<file path="src/rtl/core/ilcc_pkg.sv">
// Package for the interface length crossing counter.
// Holds field widths, sign codes, register indexes, fixed-point constants and shared types.
// No dependencies.
package ilcc_pkg;

  localparam int unsigned DEF_MAX_SIDE    = 1024;
  localparam int unsigned DEF_SAMPLE_BITS = 16;

  localparam int unsigned SIZE_W    = 11;
  localparam int unsigned SPACING_W = 21;
  localparam int unsigned COUNT_W   = 20;
  localparam int unsigned LEN_W     = 44;
  localparam int unsigned SUM_W     = COUNT_W + 1;

  localparam logic [SIZE_W-1:0]    GRID_SIZE_RST    = SIZE_W'(256);
  localparam logic [SPACING_W-1:0] GRID_SPACING_RST = SPACING_W'(65536);

  // sqrt(2) in Q30 and pi/8 in Q32.
  localparam int unsigned CONST_W = 31;
  localparam logic [CONST_W-1:0] SQRT2_Q30 = 31'd1518500250;
  localparam logic [CONST_W-1:0] PI8_Q32   = 31'd1686629713;

  // Length datapath widths: T below 2^53, K below 2^36, product below 2^89.
  localparam int unsigned T_W      = 53;
  localparam int unsigned KPROD_W  = CONST_W + SPACING_W;
  localparam int unsigned K_W      = 36;
  localparam int unsigned K_SHIFT  = 16;
  localparam int unsigned T_LO_W   = 27;
  localparam int unsigned K_LO_W   = 18;
  localparam int unsigned PP_W     = T_LO_W + K_LO_W;
  localparam int unsigned ACC_W    = 90;
  localparam int unsigned LEN_SHIFT = 46;

  localparam int unsigned OUT_DATA_W = 128;

  // Configuration register indexes (word address bit).
  typedef enum logic {
    REG_GRID_SIZE    = 1'b0,
    REG_GRID_SPACING = 1'b1
  } reg_idx_e;

  typedef enum logic [1:0] {
    SIGN_ZERO = 2'd0,
    SIGN_POS  = 2'd1,
    SIGN_NEG  = 2'd2
  } sign_e;

  typedef enum logic [2:0] {
    LU_IDLE,
    LU_PREP,
    LU_SUM,
    LU_MUL,
    LU_ADD,
    LU_DONE
  } lu_state_e;

  typedef struct packed {
    logic [COUNT_W-1:0] horizontal;
    logic [COUNT_W-1:0] vertical;
    logic [COUNT_W-1:0] diagonal;
    logic [COUNT_W-1:0] antidiagonal;
  } count_set_t;

  // Status from the length unit to the top level.
  typedef struct packed {
    logic busy;
    logic done;
  } lu_status_t;

  function automatic logic opposite(input logic [1:0] a, input logic [1:0] b);
    return (a == SIGN_POS && b == SIGN_NEG) || (a == SIGN_NEG && b == SIGN_POS);
  endfunction

  function automatic logic [COUNT_W-1:0] sat_inc(input logic [COUNT_W-1:0] cnt,
                                                 input logic hit);
    return (hit && cnt != {COUNT_W{1'b1}}) ? cnt + COUNT_W'(1) : cnt;
  endfunction

endpackage

</file>
<file path="src/rtl/core/ilcc_length.sv">
// Length unit: (pi/8)*dx*(H+V+sqrt2*(D+A)) in Q.16 over a short multi-cycle sequence.
// The wide product is built from four 27x18 partial products; depends on ilcc_pkg.
module ilcc_length (
  input  logic                           clk_i,
  input  logic                           rst_ni,
  input  logic                           start_i,
  input  ilcc_pkg::count_set_t           counts_i,
  input  logic [ilcc_pkg::SPACING_W-1:0] spacing_i,
  output ilcc_pkg::lu_status_t           status_o,
  output ilcc_pkg::count_set_t           counts_o,
  output logic [ilcc_pkg::LEN_W-1:0]     length_o
);
  import ilcc_pkg::*;

  lu_state_e state_q, state_d;
  count_set_t cnt_q;
  logic [SUM_W-1:0]     hv_q, da_q;
  logic [SPACING_W-1:0] dx_q;
  logic [T_W-1:0]       prod_da_q, t_q;
  logic [KPROD_W-1:0]   prod_k_q;
  logic [K_W-1:0]       k_q;
  logic [PP_W-1:0]      pp_q;
  logic [ACC_W-1:0]     acc_q, rounded;
  logic [1:0]           idx_q;
  logic [T_LO_W-1:0]    t_part;
  logic [K_LO_W-1:0]    k_part;
  logic [6:0]           pp_shift;

  always_comb begin
    state_d = state_q;
    unique case (state_q)
      LU_IDLE: if (start_i) state_d = LU_PREP;
      LU_PREP: state_d = LU_SUM;
      LU_SUM:  state_d = LU_MUL;
      LU_MUL:  state_d = LU_ADD;
      LU_ADD:  state_d = (idx_q == 2'd3) ? LU_DONE : LU_MUL;
      LU_DONE: state_d = LU_IDLE;
      default: state_d = LU_IDLE;
    endcase
  end

  always_comb begin
    status_o.busy = state_q != LU_IDLE;
    status_o.done = state_q == LU_DONE;
  end

  // Bit 1 of the index picks the T half, bit 0 the K half.
  assign t_part = idx_q[1] ? T_LO_W'(t_q[T_W-1:T_LO_W]) : t_q[T_LO_W-1:0];
  assign k_part = idx_q[0] ? K_LO_W'(k_q[K_W-1:K_LO_W]) : k_q[K_LO_W-1:0];
  assign pp_shift = (idx_q[1] ? 7'(T_LO_W) : 7'd0) + (idx_q[0] ? 7'(K_LO_W) : 7'd0);

  always_ff @(posedge clk_i or negedge rst_ni) begin
    if (!rst_ni) begin
      state_q <= LU_IDLE;
    end else begin
      state_q <= state_d;
    end
  end

  always_ff @(posedge clk_i) begin
    case (state_q)
      LU_IDLE: begin
        if (start_i) begin
          cnt_q <= counts_i;
          hv_q  <= SUM_W'(counts_i.horizontal) + SUM_W'(counts_i.vertical);
          da_q  <= SUM_W'(counts_i.diagonal) + SUM_W'(counts_i.antidiagonal);
          dx_q  <= spacing_i;
        end
      end
      LU_PREP: begin
        prod_da_q <= T_W'(SQRT2_Q30 * T_W'(da_q));
        prod_k_q  <= KPROD_W'(PI8_Q32) * KPROD_W'(dx_q);
      end
      LU_SUM: begin
        t_q   <= {2'b00, hv_q, 30'd0} + prod_da_q;
        k_q   <= K_W'((prod_k_q + KPROD_W'(32768)) >> K_SHIFT);
        acc_q <= '0;
        idx_q <= 2'd0;
      end
      LU_MUL: begin
        pp_q <= PP_W'(t_part) * PP_W'(k_part);
      end
      LU_ADD: begin
        acc_q <= acc_q + (ACC_W'(pp_q) << pp_shift);
        idx_q <= idx_q + 2'd1;
      end
      default: ;
    endcase
  end

  // The product stays below 2^89, so the rounded length always fits 44 bits.
  assign rounded  = acc_q + (ACC_W'(1) << (LEN_SHIFT - 1));
  assign length_o = rounded[LEN_SHIFT +: LEN_W];
  assign counts_o = cnt_q;

endmodule

</file>
<file path="config.mk">
export PLATFORM = sky130hd
export DESIGN_NAME = ilcc_length
export DESIGN_NICKNAME = d
export VERILOG_FILES = /design/src/rtl/core/ilcc_pkg.sv /design/src/rtl/core/ilcc_length.sv
export SDC_FILE = /design/constraint.sdc
export NUM_CORES = 2
export LEC_CHECK = 0
export BUFFER_PORTS_ARGS = -buffer_cell sky130_fd_sc_hd__buf_2
export CAP_MARGIN = 20
export CORE_MARGIN = 2
export CORE_UTILIZATION = 45
export CTS_BUF_LIST = sky130_fd_sc_hd__clkbuf_16
export DETAILED_ROUTE_END_ITERATION = 8
export PLACE_DENSITY_LB_ADDON = 0.25
export RECOVER_POWER = 100
export SETUP_SLACK_MARGIN = 0.02
export SYNTH_ARGS = -nofsm -noshare
export SYNTH_HDL_FRONTEND = slang
export SYNTH_SLANG_ARGS = --single-unit
</file>
<file path="constraint.sdc">
create_clock -name clk_i -period 14 [get_ports clk_i]
set_input_delay 1.4 -clock clk_i [delete_from_list [all_inputs] [get_ports clk_i]]
set_output_delay 1.4 -clock clk_i [all_outputs]
set_load 0.01 [all_outputs]
</file>
## Yosys cells after proc, flatten, opt, wreduce, memory -nomap -nowiden

Index checks and enable logic that the tools add are counted.

- Word-level logic and storage cells: 47
- Memory bits (read-only): 0
- Latch bits: 0
- Memory bits (writable): 0
- Bits of input ports: 104
- Memories kept: 0
- Register bits after elaboration: 475
- Output and inout port bits: 126

- Equal/unequal tests: 7
- Bitwise gates (word level): 0
- Reductions and logical operators: 4
- $add $sub $neg: 8
- Multiply operators: 3
- Shift operators: 1
- Multiplexer cells: 9
- Magnitude comparators: 0
- Div/mod/pow operators: 0

Operators by type and width:

| operator | count |
|---|---|
| case mux 90 bit (2 select lines) | 1 |
| adder 90 x 46 -> 90 bit (second input constant) | 1 |
| adder 90 bit | 1 |
| left shift 45 x 6 -> 90 bit | 1 |
| adder 51 x 52 -> 53 bit | 1 |
| adder 52 x 16 -> 52 bit (second input constant) | 1 |
| multiplier 31 x 21 -> 52 bit (first input constant) | 1 |
| multiplier 30 x 21 -> 51 bit (first input constant) | 1 |
| multiplier 27 x 18 -> 45 bit | 1 |
| adder 20 x 20 -> 21 bit | 2 |
| 2-to-1 mux 27 bit | 1 |
| 2-to-1 mux 18 bit | 1 |
| case mux 3 bit (5 select lines) | 1 |
| 2-to-1 mux 5 bit | 2 |
| adder 5 x 5 -> 6 bit | 1 |
| == test 3 x 2 -> 1 bit (second input constant) | 2 |
| == test 3 bit (second input constant) | 2 |
| 2-to-1 mux 3 bit | 2 |
| case mux 2 bit (2 select lines) | 1 |
| == test 3 x 1 -> 1 bit (second input constant) | 1 |
| logical NOT 3 bit | 1 |
| nonzero test 3 bit | 1 |
| adder 2 x 1 -> 2 bit (second input constant) | 1 |
| == test 2 bit (second input constant) | 1 |
| other kinds (3) | 3 |

## Logic depth before layout (Yosys ltp)

- Depth in word-level cells: 5
- Depth in mapped cells: 32
- Gate-level depth less buffers: 28

## Worst setup path before layout

No wires, ideal clock.

- Kind: reg2reg
- Start point: register idx_q[1]
- End point: register pp_q[41] (data pin)
- Library setup time: 0.259 ns
- Cell stages (with the launch flop): 30
- Required time: 13.741 ns
- Clock period less this slack: 8.062 ns
- Path buffers: 5
- Data arrival time: 7.803 ns
- Path slack: 5.938 ns
- Cells stage by stage: edfxtp_1 clkbuf_1 clkbuf_1 buf_1 clkbuf_1 buf_1 mux2i_1 nor2_1 fa_1 inv_1 fa_1 inv_1 fa_1 fa_1 fa_1 inv_1 fa_1 inv_1 ha_1 a21o_1 a21o_1 a21oi_1 inv_1 a221o_1 a21oi_1 o21ai_1 a311o_1 a221o_1 a21oi_1 xnor2_1

- Word-level cells in the longest chain between the ends: 2

RTL lines:

| item | RTL line | RTL |
|---|---|---|
| start, declared | ilcc_length.sv:24 | `logic [1:0] idx_q;` |
| start signal, assigned | ilcc_length.sv:85 | `idx_q <= idx_q + 2'd1;` |
| 2-to-1 mux 27 bit | ilcc_length.sv:48 | `assign t_part = idx_q[1] ? T_LO_W'(t_q[T_W-1:T_LO_W]) : t_q[T_LO_W-1:0];` |
| multiplier 27 x 18 -> 45 bit | ilcc_length.sv:81 | `pp_q <= PP_W'(t_part) * PP_W'(k_part);` |
| end signal, assigned | ilcc_length.sv:81 |  |
| end, declared | ilcc_length.sv:22 | `logic [PP_W-1:0] pp_q;` |

No other way between the ends.
A chain may end at the register's enable or synchronous reset.

## Worst setup path in the final report

- Start point: register idx_q[1]
- End point: register acc_q[89] (data pin)

- Word-level cells in the longest chain between the ends: 5

RTL lines:

| item | RTL line | RTL |
|---|---|---|
| 2-to-1 mux 5 bit | ilcc_length.sv:50 | `assign pp_shift = (idx_q[1] ? 7'(T_LO_W) : 7'd0) + (idx_q[0] ? 7'(K_LO_W) : 7'd0);` |
| adder 5 x 5 -> 6 bit | ilcc_length.sv:50 |  |
| named net pp_shift[1] | ilcc_length.sv:27 | `logic [6:0] pp_shift;` |
| left shift 45 x 6 -> 90 bit | ilcc_length.sv:84 | `acc_q <= acc_q + (ACC_W'(pp_q) << pp_shift);` |
| adder 90 bit | ilcc_length.sv:84 |  |
| case mux 90 bit (2 select lines) | ilcc_length.sv:61 | `case (state_q)` |
| end signal, assigned | ilcc_length.sv:84 |  |
| end, declared | ilcc_length.sv:23 | `logic [ACC_W-1:0] acc_q, rounded;` |

The timed path passes the listed nets, and every way through them passes these cells.

==> impl_summary.txt <==
----------------------------------------------------
[Status]
  Result of the run ... finished with violations
  Failing checks ... max-capacitance violations, max-slew violations

[Floorplanning]
  Site row count ... 136
  Core region area ... 137000 sq um
  Floorplan die area ... 141000 sq um
  Chip Height ... 375 um
  Width of the chip ... 375 um
  Effective utilization at floorplan ... 0.452
  Number of top-level design ports ... 230

[Worst hold path]
  Worst Hold Depth ... 0
  Worst hold path endpoint ... t_q[9]
  Launch instance of the worst min-delay path ... prod_da_q[9]
  Class of the tightest hold or removal check ... flip-flop to flip-flop

[Drt]
  Routed wirelength normalized by instance count ... 20.1 um
  Violation count after the first detailed-route iteration ... 2772
  Total routed wirelength ... 167000 um
  Vias per inst ... 5.33
  Number of DRC violations after detailed routing ... 0
  Total number of vias ... 44500
  Final antenna-violating net count ... 0
  First-pass iteration count of the detailed router ... 5

[Worst setup path]
  Crit path required time ... 14440 ps
  Crit path cell chain ... buf_12 > ha_1 > clkbuf_1 > inv_1 > nor2_1 > nand2_1 > o211ai_1 > o21ai_0 > nor2_1 > ha_1 > a21o_1 > a31oi_1 > o21ai_0 > a2111oi_0 > a21boi_0 > o21bai_1 > o211ai_1 > and2_0 > o31ai_1 > a221oi_2 > or4_1 > nand3_1
  Launching point of the worst reg2reg path ... idx_q[1]
  Worst Setup Start Kind ... flip-flop
  CP max-delay cell ... clkbuf_1
  Maximum fanout along the worst path ... 144
  Critical path's largest stage delay ... 1930 ps
  R2R Setup Slk ... 3200 ps
  Type of the setup path with the least slack ... flip-flop to flip-flop
  Arr. time, crit path ... 11240 ps
  CP Launch Point ... idx_q[1]
  Cells on worst reg2reg path ... 22
  Type of element capturing the critical path ... flip-flop
  Reg2reg end ... acc_q[89]

[GRT]
  Global routing usage on met1 ... 0.311
  Maximum number of pins on one net before global-route repair ... 145
  Remaining Overflow, GRT ... 0
  Initial antenna violation count ... 4
  Met2 track demand over resource ... 0.406
  Via count of the first global-routing pass ... 46800
  Global-route wire length before repair ... 264000 um
  Global router's overall resource usage ... 0.241
  Busiest layer in global routing ... met2
  Met3 usage ... 0.0349

[Cells and area]
  Final Util ... 0.486
  Antenna fix cells ... 0
  Number of nets in the final layout ... 8194
  Area growth syn-to-layout ... 7.53%
  Final cell count without fillers ... 8335
  Ratio of cells with drive above 1 in the final layout ... 0.0388

[Flow run]
  Number of max-cap violations ... 11

[Timing]
  Final count of pins violating max slew ... 598
  Period utilization ... 0.771
  Post-route clock skew ... 60.8 ps
  Final Setup Violations ... 0
  Slew headroom ... -1.70
  Setup TNS Final ... 0 ps
  Fin. Hold Viols ... 0
  Timing-limited maximum frequency ... 92.6 MHz
  Clock period minus final worst setup slack ... 10800 ps
  RSZ-0062 raised after global routing ... no
  Worst setup slack after layout ... 3200 ps
  Least-Margin Pin Slew ... 4050 ps

[Yosys]
  Post-synth EDFFs ... 456
  Dominant cell type by area after synthesis ... fa_1
  Cell Area, Synth ... 62000 sq um
  Post-synth net total ... 8039
  Average instance area after synthesis ... 9.78 sq um
  FFs w/ async S/R, synth ... 0.00654
  Synth cell types ... 87
  Primary FF master, synth ... edfxtp_1
  Flip-flop and latch count after synthesis ... 459
  Warning count from the yosys run ... 0
  Share of the synthesized area in the top cell type ... 0.265
  Number of instances in the synthesized netlist ... 6339
  Most used standard cells in the synthesized netlist ... 1207 x inv_1, 820 x fa_1, 776 x ha_1, 573 x nand2_1, 513 x nor2_1
  Fraction of the yosys area taken by sequential cells ... 0.222
  Most area-consuming cells after synthesis ... fa_1 26%, edfxtp_1 22%, ha_1 16%
  Most instantiated library cell after synthesis ... inv_1

[Clock network]
  Number of clock buffers inserted by TritonCTS ... 58
  Worst-skew pair later-pin latency ... 700 ps
  Number of buffers added for setup after CTS ... 0
  Cells resized by post-CTS repair ... 0
  TritonCTS clock tree ... built
  CTS root buffer ... clkbuf_16
  Sinks on Clock Net ... 459
  H-Tree Level Count ... 2
  Maximum buffer depth of the clock tree ... 3
  CTS Hold Buffers Added ... 0
  Clock-pin slew reported for the worst setup and hold paths after clock tree synthesis ... 60 ps

[Placed design]
  Setup slack at placement ... 5450 ps
  Detailed Place HPWL ... 139000 um
  IO Port Bufs ... 229
  Routability-driven placement congestion ratio ... 0.960
  Cells after DPL ... 8227

----------------------------------------------------
-- registers in the layout, summed over array words and instances (netlist names) --
| signal | flops |
|---|---|
| counts_o | 80 |
| t_q | 52 |
| state_q | 3 |
| idx_q | 2 |
| prod_k_q | 37 |
| da_q | 21 |
| acc_q | 90 |
| pp_q | 45 |
| prod_da_q | 51 |
| dx_q | 21 |
| k_q | 36 |
| hv_q | 21 |
-- layout make-up --
| type | instances | area (sq um) |
|---|---|---|
| clock buffers | 58 | 1450 |
| clock inverters | 49 | 527 |
| fillers | 12900 | 70500 |
| inverters | 1208 | 4540 |
| multi-input cells | 4505 | 43000 |
| flip-flops and latches | 459 | 13800 |
| well taps | 1794 | 2240 |
| repair buffers | 262 | 1130 |
-- cells by family after synthesis --
| logic type | after synthesis | share of synthesized area |
|---|---|---|
| and+or+nand+nor | 1518 | 0.108 |
| buffers and inverters | 1375 | 0.0834 |
| AOI/OAI and AO/OA | 933 | 0.0953 |
| muxes | 143 | 0.0255 |
| DFF | 459 | 0.222 |
| xor gates and xnor gates | 315 | 0.0445 |
| adders and majority gates | 1596 | 0.421 |
-- critical path, delay by kind of cell, from the launching register on --
kind                       cells  cell delay, ps
buffers and inverters          3            2610
and+or+nand+nor                6            1670
adders and majority gates      2            2110
AOI/OAI and AO/OA             11            3690
DFF                            1             370
-- cells in the final DEF (no fill, tap or decap), types with 46 or more instances in the layout --
master     instances
a21o_1           125
a21oi_1          316
and3_1            47
clkbuf_1         202
clkbuf_16         58
edfxtp_1         456
fa_1             820
ha_1             776
inv_1           1211
mux2_2            54
mux2i_1           74
nand2_1          573
nand3_1           66
nand4_1           66
nor2_1           513
nor2b_1           46
nor3_1            61
o21ai_0          195
xnor2_1          223
xor2_1            92
-- through the flow --
stage / hold slack (ps) / cell area [sq um]
detailed placement: 405 / 65100
global route: 425 / 66700
CTS: 418 / 67000
global placement: 401 / 65000
floorplan: 400 / 62000
finish: 413 / 66700
-- how the worst max path moves through the flow --
stage          cells past startpoint  slack (ps)   endpoint
2_1_floorplan                     29        5940   pp_q[41]
3_3_place_gp                      25        5510   pp_q[44]
3_5_place_dp                      25        5450   pp_q[44]
4_1_cts                           25        5450   pp_q[44]
5_1_grt                           22        2510  acc_q[89]
6_report                          22        3200  acc_q[89]
-- per-layer routing --
layer / vias up / wire length, um
met5: - / 0
li1: 21100 / -
met4: 0 / 7550
met3: 321 / 9000
met2: 1207 / 79700
met1: 21800 / 71200
Power is not shown: default switching activity piles up to over one toggle a cycle in this logic, so the estimate is an artifact.
