`src/rtl/core/ilcc_pkg.sv`:
```
// Package for the interface length crossing counter.
// Holds field widths, sign codes, register indexes, fixed-point constants and shared types.
// No dependencies.
package ilcc_pkg;

  localparam int unsigned DEF_MAX_SIDE    = 1024;
  localparam int unsigned DEF_SAMPLE_BITS = 16;

  localparam int unsigned SIZE_W    = 11;
  localparam int unsigned SPACING_W = 21;
  localparam int unsigned COUNT_W   = 20;
  localparam int unsigned LEN_W     = 44;
  localparam int unsigned SUM_W     = COUNT_W + 1;

  localparam logic [SIZE_W-1:0]    GRID_SIZE_RST    = SIZE_W'(256);
  localparam logic [SPACING_W-1:0] GRID_SPACING_RST = SPACING_W'(65536);

  // sqrt(2) in Q30 and pi/8 in Q32.
  localparam int unsigned CONST_W = 31;
  localparam logic [CONST_W-1:0] SQRT2_Q30 = 31'd1518500250;
  localparam logic [CONST_W-1:0] PI8_Q32   = 31'd1686629713;

  // Length datapath widths: T below 2^53, K below 2^36, product below 2^89.
  localparam int unsigned T_W      = 53;
  localparam int unsigned KPROD_W  = CONST_W + SPACING_W;
  localparam int unsigned K_W      = 36;
  localparam int unsigned K_SHIFT  = 16;
  localparam int unsigned T_LO_W   = 27;
  localparam int unsigned K_LO_W   = 18;
  localparam int unsigned PP_W     = T_LO_W + K_LO_W;
  localparam int unsigned ACC_W    = 90;
  localparam int unsigned LEN_SHIFT = 46;

  localparam int unsigned OUT_DATA_W = 128;

  // Configuration register indexes (word address bit).
  typedef enum logic {
    REG_GRID_SIZE    = 1'b0,
    REG_GRID_SPACING = 1'b1
  } reg_idx_e;

  typedef enum logic [1:0] {
    SIGN_ZERO = 2'd0,
    SIGN_POS  = 2'd1,
    SIGN_NEG  = 2'd2
  } sign_e;

  typedef enum logic [2:0] {
    LU_IDLE,
    LU_PREP,
    LU_SUM,
    LU_MUL,
    LU_ADD,
    LU_DONE
  } lu_state_e;

  typedef struct packed {
    logic [COUNT_W-1:0] horizontal;
    logic [COUNT_W-1:0] vertical;
    logic [COUNT_W-1:0] diagonal;
    logic [COUNT_W-1:0] antidiagonal;
  } count_set_t;

  // Status from the length unit to the top level.
  typedef struct packed {
    logic busy;
    logic done;
  } lu_status_t;

  function automatic logic opposite(input logic [1:0] a, input logic [1:0] b);
    return (a == SIGN_POS && b == SIGN_NEG) || (a == SIGN_NEG && b == SIGN_POS);
  endfunction

  function automatic logic [COUNT_W-1:0] sat_inc(input logic [COUNT_W-1:0] cnt,
                                                 input logic hit);
    return (hit && cnt != {COUNT_W{1'b1}}) ? cnt + COUNT_W'(1) : cnt;
  endfunction

endpackage

```
`src/rtl/core/ilcc_ram.sv`:
```
// Generic single-port-write, single-port-read RAM with registered read data.
// No dependencies.
module ilcc_ram #(
  parameter int unsigned WIDTH = 2,
  parameter int unsigned DEPTH = 1024
) (
  input  logic                     clk_i,
  input  logic                     we_i,
  input  logic [$clog2(DEPTH)-1:0] waddr_i,
  input  logic [WIDTH-1:0]         wdata_i,
  input  logic                     re_i,
  input  logic [$clog2(DEPTH)-1:0] raddr_i,
  output logic [WIDTH-1:0]         rdata_o
);

  logic [WIDTH-1:0] mem_q [DEPTH];
  logic [WIDTH-1:0] rdata_q;

  always_ff @(posedge clk_i) begin
    if (we_i) begin
      mem_q[waddr_i] <= wdata_i;
    end
    if (re_i) begin
      rdata_q <= mem_q[raddr_i];
    end
  end

  assign rdata_o = rdata_q;

endmodule

```
`src/rtl/core/ilcc_scan.sv`:
```
// Raster scan unit: sign classification, neighbour tracking and crossing counters.
// Keeps the row above in ilcc_ram; depends on ilcc_pkg.
module ilcc_scan #(
  parameter int unsigned MAX_SIDE    = ilcc_pkg::DEF_MAX_SIDE,
  parameter int unsigned SAMPLE_BITS = ilcc_pkg::DEF_SAMPLE_BITS
) (
  input  logic                         clk_i,
  input  logic                         rst_ni,
  input  logic [ilcc_pkg::SIZE_W-1:0]  grid_size_i,
  input  logic                         frame_clear_i,
  input  logic                         accept_i,
  input  logic [SAMPLE_BITS-1:0]       sample_i,
  output logic                         is_last_o,
  output logic                         frame_done_o,
  output ilcc_pkg::count_set_t         counts_o
);
  import ilcc_pkg::*;

  localparam int unsigned CW = $clog2(MAX_SIDE);
  localparam int unsigned NW = $clog2(MAX_SIDE + 1);

  logic [NW-1:0] side;
  logic [CW-1:0] col_q, col_d, row_q, row_d;
  logic [NW-1:0] col_next, row_next;
  logic          row_end, col_first;
  logic [1:0]    code, rdata, nb;
  sign_e         left_q, al_q, a_q, ovr_q, first0_q, first1_q;
  logic          use_ovr_q;
  count_set_t    cnt_q, cnt_d;

  always_comb begin
    if (32'(grid_size_i) < 32'd2) begin
      side = NW'(2);
    end else if (32'(grid_size_i) > 32'(MAX_SIDE)) begin
      side = NW'(MAX_SIDE);
    end else begin
      side = NW'(grid_size_i);
    end
  end

  assign code = sample_i[SAMPLE_BITS-1] ? SIGN_NEG :
                (sample_i != '0)        ? SIGN_POS : SIGN_ZERO;

  assign col_next  = NW'(col_q) + NW'(1);
  assign row_next  = NW'(row_q) + NW'(1);
  assign row_end   = col_next >= side;
  assign col_first = col_q == '0;
  assign is_last_o = row_end && (row_next >= side);
  assign frame_done_o = accept_i && is_last_o;

  // The right-above neighbour comes from the memory, except for the first
  // item of a row, whose value was kept in a register at the previous row end.
  assign nb = use_ovr_q ? ovr_q : rdata;

  // Write the current column while fetching two columns ahead, so the
  // read data lines up with the next item.
  ilcc_ram #(
    .WIDTH (2),
    .DEPTH (MAX_SIDE)
  ) u_row_ram (
    .clk_i   (clk_i),
    .we_i    (accept_i),
    .waddr_i (col_q),
    .wdata_i (code),
    .re_i    (accept_i),
    .raddr_i (CW'(32'(col_q) + 32'd2)),
    .rdata_o (rdata)
  );

  always_comb begin
    cnt_d = cnt_q;
    cnt_d.horizontal = sat_inc(cnt_q.horizontal, !col_first && opposite(code, left_q));
    if (row_q != '0) begin
      cnt_d.vertical = sat_inc(cnt_q.vertical, opposite(code, a_q));
      cnt_d.diagonal = sat_inc(cnt_q.diagonal, !col_first && opposite(code, al_q));
      cnt_d.antidiagonal = sat_inc(cnt_q.antidiagonal, !row_end && opposite(code, nb));
    end
    col_d = row_end ? '0 : CW'(col_next);
    row_d = row_end ? (is_last_o ? '0 : CW'(row_next)) : row_q;
  end

  assign counts_o = cnt_d;

  always_ff @(posedge clk_i or negedge rst_ni) begin
    if (!rst_ni) begin
      col_q     <= '0;
      row_q     <= '0;
      cnt_q     <= '0;
      left_q    <= SIGN_ZERO;
      al_q      <= SIGN_ZERO;
      use_ovr_q <= 1'b0;
    end else if (frame_clear_i) begin
      col_q     <= '0;
      row_q     <= '0;
      cnt_q     <= '0;
      left_q    <= SIGN_ZERO;
      al_q      <= SIGN_ZERO;
      use_ovr_q <= 1'b0;
    end else if (accept_i) begin
      col_q     <= col_d;
      row_q     <= row_d;
      cnt_q     <= is_last_o ? '0 : cnt_d;
      left_q    <= sign_e'(code);
      al_q      <= a_q;
      use_ovr_q <= row_end;
    end
  end

  always_ff @(posedge clk_i) begin
    if (accept_i) begin
      if (col_first) begin
        first0_q <= sign_e'(code);
      end
      if (col_q == CW'(1)) begin
        first1_q <= sign_e'(code);
      end
      if (row_end) begin
        a_q   <= first0_q;
        ovr_q <= (col_q == CW'(1)) ? sign_e'(code) : first1_q;
      end else begin
        a_q   <= sign_e'(nb);
      end
    end
  end

endmodule

```
`config.mk`:
```
export PLATFORM = sky130hd
export DESIGN_NAME = ilcc_scan
export DESIGN_NICKNAME = d
export VERILOG_FILES = /design/src/rtl/core/ilcc_pkg.sv /design/src/rtl/core/ilcc_ram.sv /design/src/rtl/core/ilcc_scan.sv
export SDC_FILE = /design/constraint.sdc
export NUM_CORES = 2
export LEC_CHECK = 0
export BUFFER_PORTS_ARGS = -buffer_cell sky130_fd_sc_hd__clkbuf_2
export CAP_MARGIN = 10
export CORE_MARGIN = 1.5
export CORE_UTILIZATION = 40
export DETAILED_ROUTE_END_ITERATION = 12
export GPL_TIMING_DRIVEN = 0
export HOLD_SLACK_MARGIN = 0.03
export PLACE_DENSITY = 0.55
export REMOVE_ABC_BUFFERS = 1
export SLEW_MARGIN = 20
export SYNTH_ARGS = -nofsm -noshare
export SYNTH_HDL_FRONTEND = slang
export SYNTH_SLANG_ARGS = --single-unit
```
`constraint.sdc`:
```
create_clock -name clk_i -period 53.7 [get_ports clk_i]
set_input_delay 2.685 -clock clk_i [delete_from_list [all_inputs] [get_ports clk_i]]
set_output_delay 2.685 -clock clk_i [all_outputs]
set_load 0.1 [all_outputs]
```
; After elaboration in Yosys (flattened, before gate mapping)
; Memories as Yosys holds them, arrays and structs flattened. A register that Yosys moved wholly into a read port is not among the register bits.
; Index checks and enable logic that the tools add are counted.
[op_classes]
n_addsub = 7
muxes = 30
n_eq_ne = 15
reduce_logical = 31
magnitude_cmp = 4
[ops]
columns = operator, count
row1 = 80-bit two-way mux, 3
row2 = "20-bit by 1-bit adder with 20-bit output, second input constant", 4
row3 = 20-bit two-way mux, 4
row4 = "20-bit inequality test, second input constant", 4
row5 = 10-bit two-way mux, 7
row6 = 60-bit two-way mux, 1
row7 = "10-bit by 1-bit adder with 11-bit output, second input constant", 2
row8 = 11-bit greater-or-equal comparator, 2
row9 = 11-bit two-way mux, 2
row10 = 1-bit logical AND, 17
row11 = 2-bit two-way mux, 8
row12 = 16-bit nonzero test, 1
row13 = "11-bit > comparator, second input constant", 1
row14 = "11-bit by 2-bit < comparator with 1-bit output, second input constant", 1
row15 = "10-bit by 2-bit adder with 10-bit output, second input constant", 1
row16 = "10-bit by 1-bit equality test with 1-bit output, second input constant", 1
row17 = "2-bit by 1-bit equality test with 1-bit output, second input constant", 5
row18 = "2-bit equality test, second input constant", 5
row19 = 10-bit logical NOT, 1
row20 = 10-bit nonzero test, 1
row21 = 2-bit AND reduction, 3
row22 = 1-bit two-way mux, 5
row23 = 1-bit logical OR, 4
row24 = 2-bit nonzero test, 2
row25 = 1-bit logical NOT, 2
[word_totals]
mem_bits_rw = 2048
mem_count = 1
wordCells = 101
in_bits = 31
regBits = 113
[mem_list]
columns = memory, words, word_bits, read_ports, rd_clocked_by_memory_dff, write_ports, line_no
row1 = u_row_ram.mem_q, 1024, 2, 1, 1, 1, ilcc_ram.sv:16  ; logic [WIDTH-1:0] mem_q [DEPTH];

; Longest topological paths before layout
[logic_depth]
ltp_word = 13
depth_mapped = 21
depth_no_buf = 15

; Cells and area by module
; A second synthesis with hierarchy kept.
[unflattened]
cells_unflattened = 5706
hier_area_um2 = 91965.7
[by_module_without_submodules]
columns = mod, area_per_inst_um2, cells_each, instances, seq_area_each_um2
row1 = ilcc_ram, 83777.8, 4793, 1, 61559.0
row2 = ilcc_scan, 8187.9, 913, 1, 2867.8

; Worst setup path after synthesis
; No wires, ideal clock.
[synth_timing]
path_type = input to output
startpoint = in sample_i[9]
endpoint = out counts_o[79] in the netlist's numbering
arrival_ns = 40.680
path_buffers = 0
stages = 8
required_time_ns = 51.015
path_slack_ns = 10.335
path_cell_list = nor4_1 -> a41oi_1 -> a31oi_1 -> nor4_2 -> nand3_1 -> nor3_1 -> nand3_1 -> xnor2_1
[synth_rtl]
columns = item, line_no
row1 = "start, declared", ilcc_scan.sv:12  ; input logic [SAMPLE_BITS-1:0] sample_i,
row2 = "end, declared", ilcc_scan.sv:15  ; output ilcc_pkg::count_set_t counts_o

==> impl_summary.txt <==
----------------------------------------------------
[Outcome]
  Result of the run ... finished, violations left
  Violations in the final reports ... DRC

[Clock tree]
  Post-CTS Hold Fix Bufs ... 0
  Insertion delay to the later sink of the worst-skew pair ... 890 ps
  CTS sink count ... 2163
  Buffers inserted by post-CTS timing repair ... 0
  Number of clock buffers inserted by TritonCTS ... 224
  Reg clk slew, reported paths ... 60 ps
  CTS resizes ... 0
  CTS tree ... done
  H-tree levels ... 4
  Maximum buffer depth of the clock tree ... 3
  Cell at the root of the clock tree ... clkbuf_16

[STA]
  Worst Tran Pin Value ... 1170 ps
  Max transition margin ... 0.216
  Achievable clock frequency ... 88.0 MHz
  Unrepaired setup endpoints after global routing ... false
  Worst hold slack after final layout ... 509 ps
  Final Max Tran Viols ... 0
  Share of the cycle needed by the critical path after routing ... 0.212
  Final setup violation count ... 0
  Min setup slack post-route ... 42340 ps
  Final hold viol count ... 0
  Maximum clock skew at final layout ... 36.7 ps
  Total negative setup slack ... 0 ps
  Post-layout minimum cycle time ... 11360 ps

[Power]
  Register share of total power ... 0.513
  Clock power share ... 0.426
  Combinational cell fraction of total power ... 0.060
  Cell leakage power ... 32.6 nW
  Cell Pwr Density ... 34.4 nW/µm²
  Worst voltage drop across the vdd grid ... 38.6 µV
  Power dissipated by switching net loads ... 768 µW
  Switching fraction of total power ... 0.213
  Internal power summed over all cells ... 2.84 mW

[Layout]
  Most frequent standard cell in the layout excluding fill and tap cells ... edfxtp_1
  Post-layout nets ... 5319
  Fillers ... 18900
  Layout overhead on the synthesized area ... 15.6%
  Share of final-layout standard cells stronger than drive strength 1 ... 0.248
  Most frequent cells in the layout ... edfxtp_1 (2058), nor2_1 (1080), mux4_2 (651)

[Min path]
  Number of instances on the worst hold path ... 1
  Startpoint of the worst hold path ... cnt_q[73]
  Hold WC Path Type ... flop to flop

[Global routing]
  Number of antenna violations at the first check in global routing ... 11
  All-layer global routing usage ... 0.208
  Met2 usage in global routing ... 0.335
  Pin count of the biggest net entering global routing ... 123
  GRT overflow ... 0
  Via count of the first global-routing pass ... 50200
  Global routing met3 resource utilization ... 0.0307
  Global route hottest layer ... met2
  First-pass GRT wire length ... 349000 µm
  Met1 capacity usage during global routing ... 0.295

[Placement]
  Worst-case setup slack after placement ... 42370 ps
  Weighted congestion at the end of routability-driven global placement ... 0.767
  Count of port buffers added during placement ... 112
  Sum of net half-perimeters after detailed placement ... 144000 µm

[Critical path]
  Data required time of the worst path ... 51020 ps
  Kind of end point of the critical path ... primary output
  Crit Path Category ... primary input to primary output
  Worst setup SP type ... primary input
  Arrival time at the worst endpoint ... 8680 ps
  Critical path fanouts, max ... 122
  Depth of the worst register-to-register path ... 16
  Startpoint of the worst register-to-register path ... col_q[1]
  Worst setup startpoint ... sample_i[15]

[Logic synthesis]
  Asr flop ratio synth ... 0.0485
  Sequential fraction of the synthesis area ... 0.711
  Number of unique standard cell types used by synthesis ... 69
  Synth Flop Type ... edfxtp_1
  Average instance area after synthesis ... 17.5 µm²
  Cell count after synthesis ... 5161
  Count of synthesis-stage warnings from yosys ... 0
  Post-synthesis cell area ... 90600 µm²
  Number of flops mapped to enable cells by yosys ... 2058
  Flip-flop and latch count after synthesis ... 2163

[Die]
  Width of the chip ... 479 µm
  Vertical extent of the die ... 479 µm
  Io pins ... 113
  Starting Density ... 0.403
  Floorplan row count ... 174
  Area enclosed by the die boundary ... 229000 µm²
  Core footprint ... 225000 µm²

[Routing]
  Remaining routing DRC violations ... 46
  DRT antenna net count ... 0
  Vias ... 48500
  Vias per inst ... 5.75
  Initial drt markers ... 5285
  Router iterations before antenna repair ... 11
  Wire per inst ... 28.2 µm
  Final wirelength ... 238000 µm

[Flow run]
  Number of max-capacitance violations reported ... 0

----------------------------------------------------
-- power by group through the flow --
stage               sequential (mW)  combinational (mW)  clock [mW]
floorplan                      1.94               0.216           0
global placement               2.07               0.325           0
detailed placement             1.88               0.221           0
CTS                            1.85               0.222        1.56
global route                   1.85               0.232        1.63
finish                         1.85               0.218        1.54
-- layout make-up --
type	count	area, µm²	area share
repair buffers	284	4560	0.0436
flip-flops and latches	2163	64400	0.615
clock inverters	132	1260	0.0121
diodes	2	5.00	0.0000478
multi-input cells	2558	24700	0.236
inverters	24	90.1	0.000860
clock buffers	286	5940	0.0567
well taps	2992	3740	0.0357
-- cells by family after synthesis --
logic type      share of synthesized area
xor+xnor                          0.00987
mux                                 0.164
flops                               0.711
buf+inv                            0.0222
fa+ha+maj                         0.00456
compound gates                     0.0192
simple gates                       0.0685
-- layer usage --
layer / wire length [µm] / share of wire
met1: 102000 / 0.43
met2: 115000 / 0.48
met3: 15700 / 0.066
met4: 6160 / 0.026
met5: 13 / 0.000055
-- synthesized netlist by cell type, drive strengths merged, types with 4 or more instances --
cell | count | area [µm²]
a21o | 5 | 37.5
a21oi | 38 | 190
a22o | 34 | 298
a31o | 6 | 52.6
a31oi | 50 | 313
a32o | 12 | 120
a41oi | 15 | 131
and2 | 22 | 138
and3 | 33 | 206
and4 | 7 | 61.3
buf | 188 | 1060
clkbuf | 228 | 856
dfrtp | 105 | 2630
edfxtp | 2058 | 61800
ha | 33 | 413
inv | 22 | 82.6
mux2 | 6 | 67.6
mux2i | 15 | 150
mux4 | 651 | 14700
nand2 | 187 | 702
nand2b | 17 | 106
nand3 | 68 | 340
nand3b | 4 | 30.0
nand4 | 21 | 131
nor2 | 1082 | 4060
nor2b | 8 | 50.1
nor3 | 25 | 125
nor3b | 4 | 30.0
nor4 | 11 | 81.3
o2111ai | 9 | 78.8
o211ai | 4 | 30.0
o21a | 5 | 37.5
o21ai | 32 | 160
or3 | 7 | 43.8
or4 | 6 | 45.0
xnor2 | 59 | 517
xor2 | 43 | 377
-- critical path: stages --
cell and delay (ps):
clkbuf_8 220, buf_16 280, buf_16 310, a41oi_4 720, buf_16 240, buf_16 170, buf_16 160, buf_8 170
buf_16 160, buf_8 170, buf_16 170, buf_8 180, buf_16 170, buf_8 210, a31oi_1 190, nor4_2 560
nand3_1 300, nor3_1 430, nand3_1 150, xnor2_1 220, clkbuf_2 500
-- stage by stage --
stage	instances	power [mW]	cell area (µm²)	utilization
floorplan	4745	2.16	88600	-
global placement	7849	2.40	92900	0.413
detailed placement	8021	2.11	97500	0.434
CTS	8439	3.63	105000	0.466
global route	8439	3.71	105000	0.466
finish	8441	3.60	105000	0.466
-- registers in the layout, indices dropped and copies added, names as in the netlist, 10 cells and up --
signal,count
row_q,10
u_row_ram.mem_q,2048
col_q,10
cnt_q,80
-- final timing paths --
check / endpoint / slack, ps
hold reg to reg: cnt_q[73] / 510
setup / recovery: counts_o[79] / 42340
max in group asynchronous: col_q[1] / 51270
setup reg to reg: cnt_q[13] / 47900
min in group asynchronous: cnt_q[52] / 1710
hold / removal: cnt_q[73] / 510
No activity file was read; power rests on OpenSTA's default activity.
